## src/rtl/bos_pkg.sv

```systemverilog
package bos_pkg;

	// hang test: hang > len / HANG_DIV, evaluated as HANG_DIV * hang > len
	localparam int unsigned HANG_DIV = 20;
	localparam int unsigned HANG_DIV_BITS = 5;

	localparam logic SIDE_LEFT  = 1'b0;
	localparam logic SIDE_RIGHT = 1'b1;

	// per-edge classification produced by the front end
	typedef struct packed {
		logic is_left;  // a_hang_minus > a_hang_plus
		logic a_left;   // left edge passing the a-side hang test
		logic a_right;  // strict right edge passing the a-side hang test
		logic r_open;   // a_hang_plus test alone (right side when opening a group)
		logic b_ok;     // b-side hang test
		logic eos;      // final edge of the stream
	} cls_t;

	typedef enum logic [1:0] {
		PH_HEAD = 2'b01,
		PH_EOS  = 2'b10
	} phase_t;

endpackage

```

## src/rtl/best_overlap_selector.sv

```systemverilog
// Best overlap selector. Takes overlap edges sorted by read_a; consecutive
// edges with the same read_a form a group. Each edge is classed left
// (a_hang_minus > a_hang_plus) or right, must beat the a-side hang test
// (hang > a_len / 20), and, past the first edge of a group, the b-side test.
// Per group the longest left and longest right edge are held; on a group
// change they are sent out left first, then right, each only if its held
// overlap length is nonzero. end_of_stream flushes the group after the edge
// and closes it. last_of_run marks the final beat caused by one input edge.
// Rate: an edge that stays in the current group is taken by the back end
// without waiting on the output, so such edges stream at one per cycle
// while no flush is pending. Every result beat passes the back end's
// single output register: a group change adds a beat per held edge
// flushed ahead of the edge, and end_of_stream one per edge flushed after
// it (at most three result beats for one edge). A beat passes the front
// register, the queue and the output register when the edge flushes a
// closing group; an end_of_stream flush comes later, since the back end
// takes the edge before it flushes. The front end classifies edges and the
// back end selects; a short queue between them lets either side stall alone.
module best_overlap_selector
	import bos_pkg::*;
#(
	parameter int ID_BITS     = 24,
	parameter int LEN_BITS    = 20,
	parameter int QUEUE_DEPTH = 2
) (
	input  logic                clk,
	input  logic                arst_n,

	input  logic                in_valid,
	output logic                in_ready,
	input  logic [ID_BITS-1:0]  read_a,
	input  logic [ID_BITS-1:0]  read_b,
	input  logic [LEN_BITS-1:0] a_hang_minus,
	input  logic [LEN_BITS-1:0] a_hang_plus,
	input  logic [LEN_BITS-1:0] b_hang_minus,
	input  logic [LEN_BITS-1:0] b_hang_plus,
	input  logic [LEN_BITS-1:0] a_len,
	input  logic [LEN_BITS-1:0] b_len,
	input  logic [LEN_BITS-1:0] overlap_len,
	input  logic                end_of_stream,

	output logic                out_valid,
	input  logic                out_ready,
	output logic [ID_BITS-1:0]  out_read_a,
	output logic [ID_BITS-1:0]  out_read_b,
	output logic [LEN_BITS-1:0] out_a_hang_minus,
	output logic [LEN_BITS-1:0] out_a_hang_plus,
	output logic [LEN_BITS-1:0] out_b_hang_minus,
	output logic [LEN_BITS-1:0] out_b_hang_plus,
	output logic [LEN_BITS-1:0] out_a_len,
	output logic [LEN_BITS-1:0] out_b_len,
	output logic [LEN_BITS-1:0] out_overlap_len,
	output logic                side,
	output logic                last_of_run
);

	localparam int EW  = 2*ID_BITS + 7*LEN_BITS;
	localparam int CW  = $bits(cls_t);
	localparam int QLW = $clog2(QUEUE_DEPTH+1);

	// edge word, overlap_len in the low bits, read_a on top
	logic [EW-1:0]    in_edge, q_edge, head_edge, res_edge;
	cls_t             q_cls, head_cls;
	logic             q_push, q_ready, head_valid, pop;
	logic [EW+CW-1:0] head_data;
	logic [QLW-1:0]   q_level;

	assign in_edge = {read_a, read_b, a_hang_minus, a_hang_plus, b_hang_minus,
	                  b_hang_plus, a_len, b_len, overlap_len};

	bos_front #(
		.ID_BITS  (ID_BITS),
		.LEN_BITS (LEN_BITS)
	) u_front (
		.clk      (clk),
		.arst_n   (arst_n),
		.in_valid (in_valid),
		.in_ready (in_ready),
		.in_edge  (in_edge),
		.in_eos   (end_of_stream),
		.q_push   (q_push),
		.q_ready  (q_ready),
		.q_edge   (q_edge),
		.q_cls    (q_cls)
	);

	// classified edges waiting for the back end
	bos_fifo #(
		.WIDTH (EW + CW),
		.DEPTH (QUEUE_DEPTH)
	) u_queue (
		.clk        (clk),
		.arst_n     (arst_n),
		.push       (q_push),
		.push_ready (q_ready),
		.push_data  ({q_cls, q_edge}),
		.head_valid (head_valid),
		.pop        (pop),
		.head_data  (head_data),
		.level      (q_level)
	);

	assign head_edge = head_data[EW-1:0];
	assign head_cls  = cls_t'(head_data[EW+CW-1:EW]);

	bos_back #(
		.ID_BITS  (ID_BITS),
		.LEN_BITS (LEN_BITS)
	) u_back (
		.clk        (clk),
		.arst_n     (arst_n),
		.head_valid (head_valid),
		.head_edge  (head_edge),
		.head_cls   (head_cls),
		.pop        (pop),
		.out_valid  (out_valid),
		.out_ready  (out_ready),
		.out_edge   (res_edge),
		.out_side   (side),
		.out_last   (last_of_run)
	);

	assign {out_read_a, out_read_b, out_a_hang_minus, out_a_hang_plus, out_b_hang_minus,
	        out_b_hang_plus, out_a_len, out_b_len, out_overlap_len} = res_edge;

	// a beat that is not the last of its run is followed by the next one;
	// the back end never waits on the queue mid-run
	a_run_continues: assert property (@(posedge clk) disable iff (!arst_n)
		(out_valid && out_ready && !last_of_run) |-> ##2 (out_valid || $past(out_valid)))
		else $error("result run broken before its last beat");

	a_queue_bound: assert property (@(posedge clk) disable iff (!arst_n)
		q_level <= QLW'(QUEUE_DEPTH))
		else $error("edge queue overfilled");

	// input back-pressure only comes from a full queue
	a_stall_full: assert property (@(posedge clk) disable iff (!arst_n)
		!in_ready |-> (q_level == QLW'(QUEUE_DEPTH)))
		else $error("input stalled with room in the queue");

endmodule

```

## src/rtl/bos_front.sv

```systemverilog
module bos_front
	import bos_pkg::*;
#(
	parameter int ID_BITS  = 24,
	parameter int LEN_BITS = 20
) (
	input  logic                          clk,
	input  logic                          arst_n,
	input  logic                          in_valid,
	output logic                          in_ready,
	input  logic [2*ID_BITS+7*LEN_BITS-1:0] in_edge,
	input  logic                          in_eos,
	output logic                          q_push,
	input  logic                          q_ready,
	output logic [2*ID_BITS+7*LEN_BITS-1:0] q_edge,
	output cls_t                          q_cls
);

	localparam int EW = 2*ID_BITS + 7*LEN_BITS;
	localparam int MW = LEN_BITS + int'(HANG_DIV_BITS);

	logic [LEN_BITS-1:0] ahm, ahp, bhm, bhp, al, bl;
	logic [MW-1:0]       ahm20, ahp20, bhm20, bhp20;
	cls_t                cls;

	logic                valid_s1;
	logic [EW-1:0]       edge_s1;
	cls_t                cls_s1;

	assign bl  = in_edge[1*LEN_BITS +: LEN_BITS];
	assign al  = in_edge[2*LEN_BITS +: LEN_BITS];
	assign bhp = in_edge[3*LEN_BITS +: LEN_BITS];
	assign bhm = in_edge[4*LEN_BITS +: LEN_BITS];
	assign ahp = in_edge[5*LEN_BITS +: LEN_BITS];
	assign ahm = in_edge[6*LEN_BITS +: LEN_BITS];

	// constant multiply: two shifted adds
	assign ahm20 = MW'(ahm) * MW'(HANG_DIV);
	assign ahp20 = MW'(ahp) * MW'(HANG_DIV);
	assign bhm20 = MW'(bhm) * MW'(HANG_DIV);
	assign bhp20 = MW'(bhp) * MW'(HANG_DIV);

	always_comb begin
		cls.is_left = ahm > ahp;
		cls.a_left  = (ahm > ahp) && (ahm20 > MW'(al));
		cls.a_right = (ahm < ahp) && (ahp20 > MW'(al));
		cls.r_open  = ahp20 > MW'(al);
		cls.b_ok    = ((bhm > bhp) && (bhm20 > MW'(bl))) ||
		              ((bhm < bhp) && (bhp20 > MW'(bl)));
		cls.eos     = in_eos;
	end

	assign in_ready = !valid_s1 || q_ready;

	always_ff @(posedge clk or negedge arst_n) begin
		if (!arst_n) begin
			valid_s1 <= 1'b0;
		end else if (in_ready) begin
			valid_s1 <= in_valid;
		end
	end

	always_ff @(posedge clk) begin
		if (in_valid && in_ready) begin
			edge_s1 <= in_edge;
			cls_s1  <= cls;
		end
	end

	assign q_push = valid_s1;
	assign q_edge = edge_s1;
	assign q_cls  = cls_s1;

endmodule

```

## src/rtl/bos_fifo.sv

```systemverilog
module bos_fifo #(
	parameter int WIDTH = 8,
	parameter int DEPTH = 2
) (
	input  logic                         clk,
	input  logic                         arst_n,
	input  logic                         push,
	output logic                         push_ready,
	input  logic [WIDTH-1:0]             push_data,
	output logic                         head_valid,
	input  logic                         pop,
	output logic [WIDTH-1:0]             head_data,
	output logic [$clog2(DEPTH+1)-1:0]   level
);

	localparam int PW = (DEPTH > 1) ? $clog2(DEPTH) : 1;
	localparam int LW = $clog2(DEPTH+1);

	logic [WIDTH-1:0] mem_q [DEPTH];
	logic [PW-1:0]    wr_ptr_q, rd_ptr_q;
	logic [LW-1:0]    cnt_q;
	logic             do_push, do_pop;

	assign push_ready = cnt_q != LW'(DEPTH);
	assign head_valid = cnt_q != '0;
	assign head_data  = mem_q[rd_ptr_q];
	assign level      = cnt_q;
	assign do_push    = push && push_ready;
	assign do_pop     = pop && head_valid;

	always_ff @(posedge clk or negedge arst_n) begin
		if (!arst_n) begin
			wr_ptr_q <= '0;
			rd_ptr_q <= '0;
			cnt_q    <= '0;
		end else begin
			if (do_push) begin
				wr_ptr_q <= (wr_ptr_q == PW'(DEPTH-1)) ? '0 : wr_ptr_q + 1'b1;
			end
			if (do_pop) begin
				rd_ptr_q <= (rd_ptr_q == PW'(DEPTH-1)) ? '0 : rd_ptr_q + 1'b1;
			end
			if (do_push && !do_pop) begin
				cnt_q <= cnt_q + 1'b1;
			end else if (do_pop && !do_push) begin
				cnt_q <= cnt_q - 1'b1;
			end
		end
	end

	always_ff @(posedge clk) begin
		if (do_push) begin
			mem_q[wr_ptr_q] <= push_data;
		end
	end

endmodule

```

## src/rtl/bos_back.sv

```systemverilog
module bos_back
	import bos_pkg::*;
#(
	parameter int ID_BITS  = 24,
	parameter int LEN_BITS = 20
) (
	input  logic                            clk,
	input  logic                            arst_n,
	input  logic                            head_valid,
	input  logic [2*ID_BITS+7*LEN_BITS-1:0] head_edge,
	input  cls_t                            head_cls,
	output logic                            pop,
	output logic                            out_valid,
	input  logic                            out_ready,
	output logic [2*ID_BITS+7*LEN_BITS-1:0] out_edge,
	output logic                            out_side,
	output logic                            out_last
);

	localparam int EW = 2*ID_BITS + 7*LEN_BITS;

	phase_t              ph_q, ph_d;
	logic                grp_valid_q;
	logic [ID_BITS-1:0]  grp_read_q;
	logic [LEN_BITS-1:0] lbl_q, rbl_q, lbl_d, rbl_d;
	logic [EW-1:0]       lrec_q, rrec_q;

	logic                out_valid_q, out_side_q, out_last_q;
	logic [EW-1:0]       out_edge_q;

	logic [ID_BITS-1:0]  ra;
	logic [LEN_BITS-1:0] ol;
	logic                new_grp, slot_free, old_l, old_r, eos_any;
	logic [LEN_BITS-1:0] upd_lbl, upd_rbl;
	logic                wr_l, wr_r, do_wr_l, do_wr_r;
	logic                set_grp, clr_grp;
	logic                load, ld_side, ld_last;
	logic [EW-1:0]       ld_edge;

	assign ra        = head_edge[EW-1 -: ID_BITS];
	assign ol        = head_edge[LEN_BITS-1:0];
	assign new_grp   = !grp_valid_q || (ra != grp_read_q);
	assign slot_free = !out_valid_q || out_ready;
	assign old_l     = new_grp && (lbl_q != '0);
	assign old_r     = new_grp && (rbl_q != '0);

	// state after taking the head edge
	always_comb begin
		upd_lbl = lbl_q;
		upd_rbl = rbl_q;
		wr_l    = 1'b0;
		wr_r    = 1'b0;
		if (new_grp) begin
			if (head_cls.is_left) begin
				wr_l    = head_cls.a_left;
				upd_lbl = head_cls.a_left ? ol : '0;
				upd_rbl = '0;
			end else begin
				wr_r    = head_cls.r_open;
				upd_rbl = head_cls.r_open ? ol : '0;
				upd_lbl = '0;
			end
		end else if (head_cls.a_left) begin
			if (head_cls.b_ok && (ol > lbl_q)) begin
				wr_l    = 1'b1;
				upd_lbl = ol;
			end
		end else if (head_cls.a_right) begin
			if (head_cls.b_ok && (ol > rbl_q)) begin
				wr_r    = 1'b1;
				upd_rbl = ol;
			end
		end
		eos_any = head_cls.eos && ((upd_lbl != '0) || (upd_rbl != '0));
	end

	always_comb begin
		ph_d    = ph_q;
		lbl_d   = lbl_q;
		rbl_d   = rbl_q;
		pop     = 1'b0;
		do_wr_l = 1'b0;
		do_wr_r = 1'b0;
		set_grp = 1'b0;
		clr_grp = 1'b0;
		load    = 1'b0;
		ld_edge = lrec_q;
		ld_side = SIDE_LEFT;
		ld_last = 1'b0;
		unique case (ph_q)
			PH_HEAD: begin
				if (head_valid) begin
					// flush the closing group one edge a cycle while the output slot is free, then take the edge
					if (old_l) begin
						if (slot_free) begin
							load    = 1'b1;
							ld_last = !(old_r || eos_any);
							lbl_d   = '0;
						end
					end else if (old_r) begin
						if (slot_free) begin
							load    = 1'b1;
							ld_edge = rrec_q;
							ld_side = SIDE_RIGHT;
							ld_last = !eos_any;
							rbl_d   = '0;
						end
					end else begin
						pop     = 1'b1;
						lbl_d   = upd_lbl;
						rbl_d   = upd_rbl;
						do_wr_l = wr_l;
						do_wr_r = wr_r;
						set_grp = new_grp;
						if (head_cls.eos) begin
							if (eos_any) begin
								ph_d = PH_EOS;
							end else begin
								clr_grp = 1'b1;
							end
						end
					end
				end
			end
			PH_EOS: begin
				if (slot_free) begin
					load = 1'b1;
					if (lbl_q != '0) begin
						ld_last = rbl_q == '0;
						lbl_d   = '0;
					end else begin
						ld_edge = rrec_q;
						ld_side = SIDE_RIGHT;
						ld_last = 1'b1;
						rbl_d   = '0;
					end
					if (ld_last) begin
						clr_grp = 1'b1;
						ph_d    = PH_HEAD;
					end
				end
			end
			default: begin
				ph_d = PH_HEAD;
			end
		endcase
	end

	always_ff @(posedge clk or negedge arst_n) begin
		if (!arst_n) begin
			ph_q        <= PH_HEAD;
			grp_valid_q <= 1'b0;
			grp_read_q  <= '0;
			lbl_q       <= '0;
			rbl_q       <= '0;
			out_valid_q <= 1'b0;
		end else begin
			ph_q <= ph_d;
			if (clr_grp) begin
				grp_valid_q <= 1'b0;
				grp_read_q  <= '0;
				lbl_q       <= '0;
				rbl_q       <= '0;
			end else begin
				if (set_grp) begin
					grp_valid_q <= 1'b1;
					grp_read_q  <= ra;
				end
				lbl_q <= lbl_d;
				rbl_q <= rbl_d;
			end
			if (load) begin
				out_valid_q <= 1'b1;
			end else if (out_ready) begin
				out_valid_q <= 1'b0;
			end
		end
	end

	always_ff @(posedge clk) begin
		if (do_wr_l) begin
			lrec_q <= head_edge;
		end
		if (do_wr_r) begin
			rrec_q <= head_edge;
		end
		if (load) begin
			out_edge_q <= ld_edge;
			out_side_q <= ld_side;
			out_last_q <= ld_last;
		end
	end

	assign out_valid = out_valid_q;
	assign out_edge  = out_edge_q;
	assign out_side  = out_side_q;
	assign out_last  = out_last_q;

endmodule
```

## config.mk

```make
export PLATFORM = sky130hd
export DESIGN_NAME = best_overlap_selector
export DESIGN_NICKNAME = d
export VERILOG_FILES = /design/src/rtl/bos_pkg.sv /design/src/rtl/best_overlap_selector.sv /design/src/rtl/bos_front.sv /design/src/rtl/bos_fifo.sv /design/src/rtl/bos_back.sv
export SDC_FILE = /design/constraint.sdc
export NUM_CORES = 1
export LEC_CHECK = 0
export BUFFER_PORTS_ARGS = -buffer_cell sky130_fd_sc_hd__buf_2
export CAP_MARGIN = 20
export CORE_MARGIN = 3
export CORE_UTILIZATION = 49
export DETAILED_ROUTE_END_ITERATION = 10
export HOLD_SLACK_MARGIN = 0.12
export PLACE_DENSITY_LB_ADDON = 0.2
export SLEW_MARGIN = 20
export SYNTH_ARGS = -nofsm -noshare
export SYNTH_HDL_FRONTEND = slang
export SYNTH_SLANG_ARGS = --single-unit
```

## constraint.sdc

```tcl
create_clock -name clk -period 23.6 [get_ports clk]
set_clock_uncertainty 0.2 [all_clocks]
set_input_delay 1.18 -clock clk [delete_from_list [all_inputs] [get_ports clk]]
set_output_delay 1.18 -clock clk [all_outputs]
set_load 0.005 [all_outputs]
```

==> flow_metrics.tcl, run 1 <==
set metrics [dict create \
    fin_crit_sh 0.309 \
    syn-cell-area_mm2 0.0501 \
    cts_hold_buf 0 \
    slowest_stage "dfrtp_4" \
    synth_compound_area_frac 0.0808 \
    dieArea_mm2 0.106 \
    core_region_area_mm2 0.101 \
    grt_pass1_vias 28000 \
    grt_pass1_wl_mm 176 \
    die_h_um 326 \
    htreeDepth 3 \
    numPortBuffers 384 \
    place_hpwl_mm 78.4 \
    async_flop_share 0.0598 \
    areaGrowthSynthToFinish_pct 15.2 \
    worstPathRequired_ns 23.98 \
    numCtsBuffers 118 \
    fin_setup_tns_ns 0 \
    post_synth_xor_area_fraction 0.0129 \
    cts_sinks 1221 \
    syn_nets 3483 \
    clk_pin_slew_ns 0.06 \
    synth_fa_ha_area_frac 0.0762 \
    p_total_mw 7.51 \
    fp-row-count 116 \
    cp-end-kind "flip-flop" \
    syn_area_per_cell_um2 16.8 \
    drc_errors 0 \
    finalNonFillerCells 4897 \
    via_per_inst 5.58 \
    min_period_ns 7.29 \
    finalHoldViolations 0 \
    grt_start_max_net_pins 156 \
    clkLatencyLatePin_ns 0.72 \
    slew_viol_final 0 \
    drt-total-wl_mm 118 \
    yosysUniqueCellTypes 73 \
    dp.cells 4674 \
    start_util 0.498 \
    final_util 0.573 \
    crit_fanout 152 \
    layout_common_cells "edfxtp_1, buf_2, ha_1" \
    whs_endpoint "u_queue.mem_q[0][77]$_DFFE_PP_" \
    path_class "reg -> reg" \
    drtIter0Drc 1935 \
    gp_congestion 0.875 \
    muxShareOfSynthArea 0.0495 \
    cp_slowest_stage_delay_ns 0.94 \
    setup_viol 0 \
    yosys.area_share.simple 0.0370 \
    synth_top_family_by_area "compound AO/OA/AOI/OAI gates" \
    worstMarginPinSlew_ns 1.18 \
    r2r_cells 15 \
    setup_ws_ns 16.31 \
    place_area_mm2 0.0538 \
    postRouteAntennaNets 0 \
    status "finished clean" \
    rsz0062_at_grt "false" \
    worstHoldPathType "reg -> reg" \
    die_w_um 326 \
    critical_path_arrival_ns 7.66 \
    drv_cap 0 \
    cts_tree "done" \
    netlist_instances 2987 \
    hold_slack_ns 0.210 \
    p_leak_nw 21.7 \
    yosys_warnings 0 \
    ys.flop_type "edfxtp_1" \
    power_density_mw_per_mm2 130 \
    r2r_slack_ns 16.31 \
    r2r_end "u_back.grp_read_q[18]$_DFFE_PN0P_" \
    final_common_cell "edfxtp_1" \
    drive_gt1_frac 0.229 \
    ctsResizeCount 0 \
    gr-total-overflow 0 \
    antenna_found_initial 7 \
    ir_drop_mv 0.190 \
    clk_path_buf_depth 3 \
    r2r_start "u_queue.rd_ptr_q$_DFFE_PN0P_" \
    firstDrtPassIters 5 \
    start_kind "flip-flop" \
    dp_slack_ns 16.32 \
    ys_ff_latch 1221 \
    final_area_mm2 0.0578 \
    grt_util_all_layers 0.220 \
    crit_path_cell_trace "buf_12 -> mux2i_1 -> inv_1 -> ha_1 -> nand2_1 -> nor4_1 -> o31a_1 -> o21a_1 -> nor3_1 -> a2bb2oi_1 -> or4b_4 -> o41ai_2 -> and2_1 -> buf_4 -> nor2_1" \
    cts_setup_buffers 0 \
    slew_headroom 0.215 \
    num_vias 27300 \
    seq_area_frac_synth 0.724 \
    ios 385 \
    final_nets 3934 \
    min_from "u_front.q_edge[77]$_DFFE_PP_" \
    fmax_mhz 137 \
    synth_edf_count 1148 \
    root_buffer "clkbuf_16" \
    hold_depth 0 \
    routedWlPerCell_um 24.1 \
]
==> metal layers <==
layer | vias to the layer above | track usage | routed length (um)
li1 | 12600 | - | -
met1 | 13800 | 0.303 | 51400
met2 | 754 | 0.365 | 57500
met3 | 157 | 0.0379 | 6300
met4 | 0 | 0.0555 | 2630
met5 | - | 0 | 0
==> critical path: cells and delay by family, from the launching register on <==
kind            cells  cell delay (ns)
flops               1             0.94
fa+ha+maj           1             0.35
buf+inv             3             1.33
simple gates        6             2.06
compound gates      4             1.67
mux                 1             0.40
==> area by class of cell <==
class                           count  area (um^2)
Sequential cell                  1221        36300
Antenna cell                        1         2.50
Tap cell                         1357         1700
Timing Repair Buffer              413         2260
Clock buffer                      131         3000
Inverter                          166          623
Clock inverter                     90          950
Fill cell                        7823        43000
Multi-Input combinational cell   1518        12900
==> worst max-delay path by stage <==
stage	cells after the start	slack (ns)	from	to
after floorplan	14	6.77	u_queue.rd_ptr_q$_DFFE_PN0P_	u_back.lrec_q[0]$_DFFE_PP_
after global placement	15	16.51	u_queue.rd_ptr_q$_DFFE_PN0P_	u_back.grp_read_q[17]$_DFFE_PN0P_
after detailed placement	15	16.32	u_queue.rd_ptr_q$_DFFE_PN0P_	u_back.grp_read_q[9]$_DFFE_PN0P_
after CTS	15	16.27	u_queue.rd_ptr_q$_DFFE_PN0P_	u_back.grp_read_q[18]$_DFFE_PN0P_
after global routing	15	15.85	u_queue.rd_ptr_q$_DFFE_PN0P_	u_back.grp_read_q[18]$_DFFE_PN0P_
final	15	16.31	u_queue.rd_ptr_q$_DFFE_PN0P_	u_back.grp_read_q[18]$_DFFE_PN0P_
==> kinds of logic (layout without fill, tap and decap cells) <==
group	Yosys count	count (layout)
xor+xnor	74	74
buf+inv	248	800
mux	222	222
flops	1221	1221
simple gates	380	380
fa+ha+maj	303	303
other cells	0	1
compound gates	539	539
==> synthesized netlist by cell type (all sizes together), types with 12 or more instances <==
cell type / instances / share of area
inv: 166 / 0.012
edfxtp: 1148 / 0.69
nor2b: 22 / 0.0027
dfrtp: 72 / 0.036
nand3: 16 / 0.0016
a21oi: 84 / 0.0084
mux2: 184 / 0.042
o2bb2ai: 19 / 0.0046
nand4: 31 / 0.0039
a21o: 33 / 0.0049
nand2b: 13 / 0.0016
buf: 22 / 0.0026
nor3: 32 / 0.0032
nor4: 31 / 0.0039
a22o: 192 / 0.034
xnor2: 41 / 0.0072
o21ai: 74 / 0.0074
mux2i: 38 / 0.0076
a211o: 12 / 0.0021
ha: 299 / 0.075
a22oi: 19 / 0.0028
clkbuf: 60 / 0.0045
nor2: 128 / 0.0097
nand2: 72 / 0.0054
xor2: 33 / 0.0058
o21a: 25 / 0.0037
==> state kept, by name (all words and copies together) (netlist names), 2 cells and up <==
signal	count
u_front.q_cls	6
u_back.out_edge	188
u_back.ph_q	2
u_queue.mem_q	388
u_back.rbl_q	20
u_queue.level	2
u_front.q_edge	188
u_back.grp_read_q	24
u_back.lbl_q	20
u_back.lrec_q	188
u_back.rrec_q	188
==> power breakdown <==
group          switching [mW]  total [mW]  internal (mW)  leakage, nW
Clock                   0.807        1.90           1.10         1.91
Sequential              0.251        3.57           3.32         11.6
Combinational            1.28        2.04          0.758         8.17
(Power assumes the default switching activity.)
==> inputs of run 2 (changes only) <==
--- a/config.mk
+++ b/config.mk
@@ -5,6 +5,7 @@
 export SDC_FILE = /design/constraint.sdc
 export NUM_CORES = 1
 export LEC_CHECK = 0
+export ABC_AREA = 1
 export BUFFER_PORTS_ARGS = -buffer_cell sky130_fd_sc_hd__buf_2
 export CAP_MARGIN = 20
 export CORE_MARGIN = 3
==> constraint.sdc (replaced) <==
create_clock -name clk -period 7 [get_ports clk]
set_clock_uncertainty 0.2 [all_clocks]
set_input_delay 0.35 -clock clk [delete_from_list [all_inputs] [get_ports clk]]
set_output_delay 0.35 -clock clk [all_outputs]
set_load 0.005 [all_outputs]
==> run 2 against run 1 <==
Net effect:
- final cell count rose by 33%
- area after synthesis is 4.9% higher
- die area rose by 4.8%
- critical endpoint is now u_back.lbl_q[14]$_DFFE_PN0P_
- combinational power grew to 3.9 times the previous value
- largest cell class unchanged
- register-to-register slack got worse by 15 ns
- sequential share of layout area fell by 5.1 points
- clock power rose to 3.4 times the previous value
- non-clock buffer count increased by 256
- routed wire length grew 9.7%
- maximum frequency rose by 23%
- sequential power grew to 3.2 times the previous value
- clock-buffer cell count up 26
==> flow_metrics.tcl, run 2 <==
set metrics [dict create \
    layout_common_cells "nand2_1, edfxtp_1, inv_1" \
    final_util 0.594 \
    areaGrowthSynthToFinish_pct 19.5 \
    ir_drop_mv 0.622 \
    largest_reg_flops 388 \
    r2r_slack_ns 1.09 \
    dp_slack_ns 1.21 \
    cp_common_cell "nand2_1" \
    p_sw_mw 9.19 \
    ios 385 \
    firstDrtPassIters 7 \
    synthTopCellsByCount "nand2_1, edfxtp_1, inv_1" \
    seq_area_frac_synth 0.690 \
    worstPathRequired_ns 7.42 \
    die_w_um 334 \
    num_vias 33700 \
    worstMarginPinSlew_ns 1.05 \
    dieArea_mm2 0.111 \
    gp_congestion 0.884 \
    cp_slowest_stage_delay_ns 0.66 \
    postRouteAntennaNets 0 \
    fill_cells 8294 \
    slew_viol_final 0 \
    synth_compound_area_frac 0.0529 \
    power_density_mw_per_mm2 413 \
    min_from "read_a[15]" \
    cts_tree "done" \
    drive_gt1_frac 0.138 \
    async_flop_share 0.0598 \
    die_h_um 334 \
    numCtsBuffers 121 \
    power_frac_clock 0.246 \
    status "finished clean" \
    gr-total-overflow 0 \
    place_area_mm2 0.0564 \
    swShare 0.354 \
    synth_top_area_share 0.655 \
    via_per_inst 5.17 \
    synth_top_family_by_area "simple AND/OR/NAND/NOR gates" \
    synth_fa_ha_area_frac 0.0726 \
    syn_nets 4849 \
    hold_slack_ns 0.156 \
    ys.flop_type "edfxtp_1" \
    start_util 0.497 \
    drtIter0Drc 2679 \
    fmax_mhz 169 \
    p_leak_nw 26.0 \
    syn-cell-area_mm2 0.0526 \
    yosys.area_share.simple 0.127 \
    path_class "reg -> reg" \
    p_int_mw 16.8 \
    crit_fanout 137 \
    r2r_cells 29 \
    yosysUniqueCellTypes 62 \
    critical_path_arrival_ns 6.33 \
    synth.most_common_cell "nand2_1" \
    finalHoldViolations 0 \
    p_total_mw 26.0 \
    clkLatencyLatePin_ns 0.74 \
    netlist_instances 4353 \
    r2r_end "u_back.lbl_q[14]$_DFFE_PN0P_" \
    min_period_ns 5.91 \
    synth_area_leaders "edfxtp_1, nand2_1, ha_1" \
    rsz0062_at_grt "false" \
    slowest_stage "nand3_1" \
    setup_viol 0 \
    yosys_warnings 0 \
    final_common_cell "nand2_1" \
    slew_headroom 0.290 \
    hold_depth 2 \
    grt_start_max_net_pins 147 \
    regMostFlops "u_queue.mem_q" \
    cp-end-kind "flip-flop" \
    fp-row-count 119 \
    final_nets 5509 \
    grt_util_all_layers 0.231 \
    numPortBuffers 384 \
    grt_pass1_vias 32800 \
    grt_pass1_wl_mm 196 \
    synth_edf_count 1148 \
    drt-total-wl_mm 129 \
    synth_top_cell_by_area "edfxtp_1" \
    final_area_mm2 0.0628 \
    fin_crit_sh 0.844 \
    routedWlPerCell_um 19.8 \
    muxShareOfSynthArea 0.000404 \
    antenna_found_initial 12 \
    clk_path_buf_depth 3 \
    root_buffer "clkbuf_16" \
    cts_sinks 1221 \
    post_synth_xor_area_fraction 0.00966 \
    ys_ff_latch 1221 \
    syn_area_per_cell_um2 12.1 \
    drv_cap 0 \
    setup_ws_ns 1.09 \
    start_kind "flip-flop" \
    p_comb_frac 0.306 \
    place_hpwl_mm 82.1 \
    drc_errors 0 \
    core_region_area_mm2 0.106 \
    worstHoldPathType "in -> reg" \
    htreeDepth 3 \
    whs_endpoint "u_front.q_edge[179]$_DFFE_PP_" \
    p_seq_frac 0.448 \
    r2r_start "u_queue.rd_ptr_q$_DFFE_PN0P_" \
    clk_pin_slew_ns 0.06 \
]
==> run 2: cell count changes in the layout (fill, tap and decap cells not counted), moves of 25 or more <==
cell	change
nand2_1	+1111
inv_1	+327
dlygate4sd3_1	+247
a22o_1	-192
o21ai_0	+179
mux2_2	-175
nand3_1	+151
a21oi_1	+46
mux2i_1	-37
a21o_1	-25
xnor2_1	-25
==> run 2: how the worst max path moves through the flow <==
| stage | start | end | slack [ns] | depth (start not counted) |
|---|---|---|---|---|
| 2_1_floorplan | u_queue.rd_ptr_q$_DFFE_PN0P_ | u_back.lrec_q[0]$_DFFE_PP_ | -2.08 | 14 |
| 4_1_cts | u_queue.rd_ptr_q$_DFFE_PN0P_ | u_back.lbl_q[14]$_DFFE_PN0P_ | 1.21 | 29 |
| 6_report | u_queue.rd_ptr_q$_DFFE_PN0P_ | u_back.lbl_q[14]$_DFFE_PN0P_ | 1.09 | 29 |
| 3_5_place_dp | u_queue.rd_ptr_q$_DFFE_PN0P_ | u_back.lbl_q[11]$_DFFE_PN0P_ | 1.21 | 29 |
| 3_3_place_gp | u_queue.rd_ptr_q$_DFFE_PN0P_ | u_back.lbl_q[4]$_DFFE_PN0P_ | 1.26 | 29 |
| 5_1_grt | u_queue.rd_ptr_q$_DFFE_PN0P_ | u_back.lbl_q[14]$_DFFE_PN0P_ | 0.65 | 29 |
==> run 2: power by group through the flow <==
stage | Combinational [mW] | Sequential, mW | Clock, mW
after CTS | 8.02 | 11.6 | 6.53
after global placement | 7.75 | 11.7 | 0
after global routing | 8.87 | 11.8 | 6.81
final | 7.94 | 11.6 | 6.39
after detailed placement | 7.87 | 11.8 | 0
after floorplan | 4.75 | 11.9 | 0
==> run 2: metal layers <==
layer	global-route usage	part of all wire
met5	0	0.00010
met4	0.0715	0.029
met3	0.0456	0.063
met2	0.376	0.47
met1	0.315	0.43
==> run 2: critical path: cells and delay by family (launching register included) <==
kind / cells / cell delay, ns
simple gates: 23 / 2.99
buf+inv: 3 / 1.14
flops: 1 / 0.46
compound gates: 2 / 0.43
fa+ha+maj: 1 / 0.30
==> run 2: cells by family (layout without fill, tap and decap cells) <==
logic type,after synthesis,after routing
simple gates,1618,1618
compound gates,509,509
mux,2,2
fa+ha+maj,303,303
xor+xnor,58,58
buf+inv,642,1409
flops,1221,1221
other cells,0,8
==> run 2: repair_timing <==
| action | CTS | global route |
|---|---|---|
| resized for setup | 0 | 0 |
| endpoints found under the hold margin | 266 | 0 |
| hold buffers | 247 | 0 |
| setup buffers | 0 | 0 |
==> run 2: layout make-up <==
type | instances | area, um^2 | area share
Multi-Input combinational cell | 2490 | 14100 | 0.225
Tap cell | 1391 | 1740 | 0.0277
Clock inverter | 73 | 756 | 0.0120
Antenna cell | 8 | 20.0 | 0.000319
Inverter | 510 | 1940 | 0.0308
Timing Repair Buffer | 669 | 4810 | 0.0765
Clock buffer | 157 | 3160 | 0.0503
Sequential cell | 1221 | 36300 | 0.578
==> run 2: through the flow <==
| step | TNS [ns] | std cells |
|---|---|---|
| after floorplan | -493.84 | 4353 |
| after global placement | 0 | 6034 |
| after detailed placement | 0 | 6034 |
| after CTS | 0 | 6511 |
| after global routing | 0 | 6517 |
| final | 0 | 6519 |
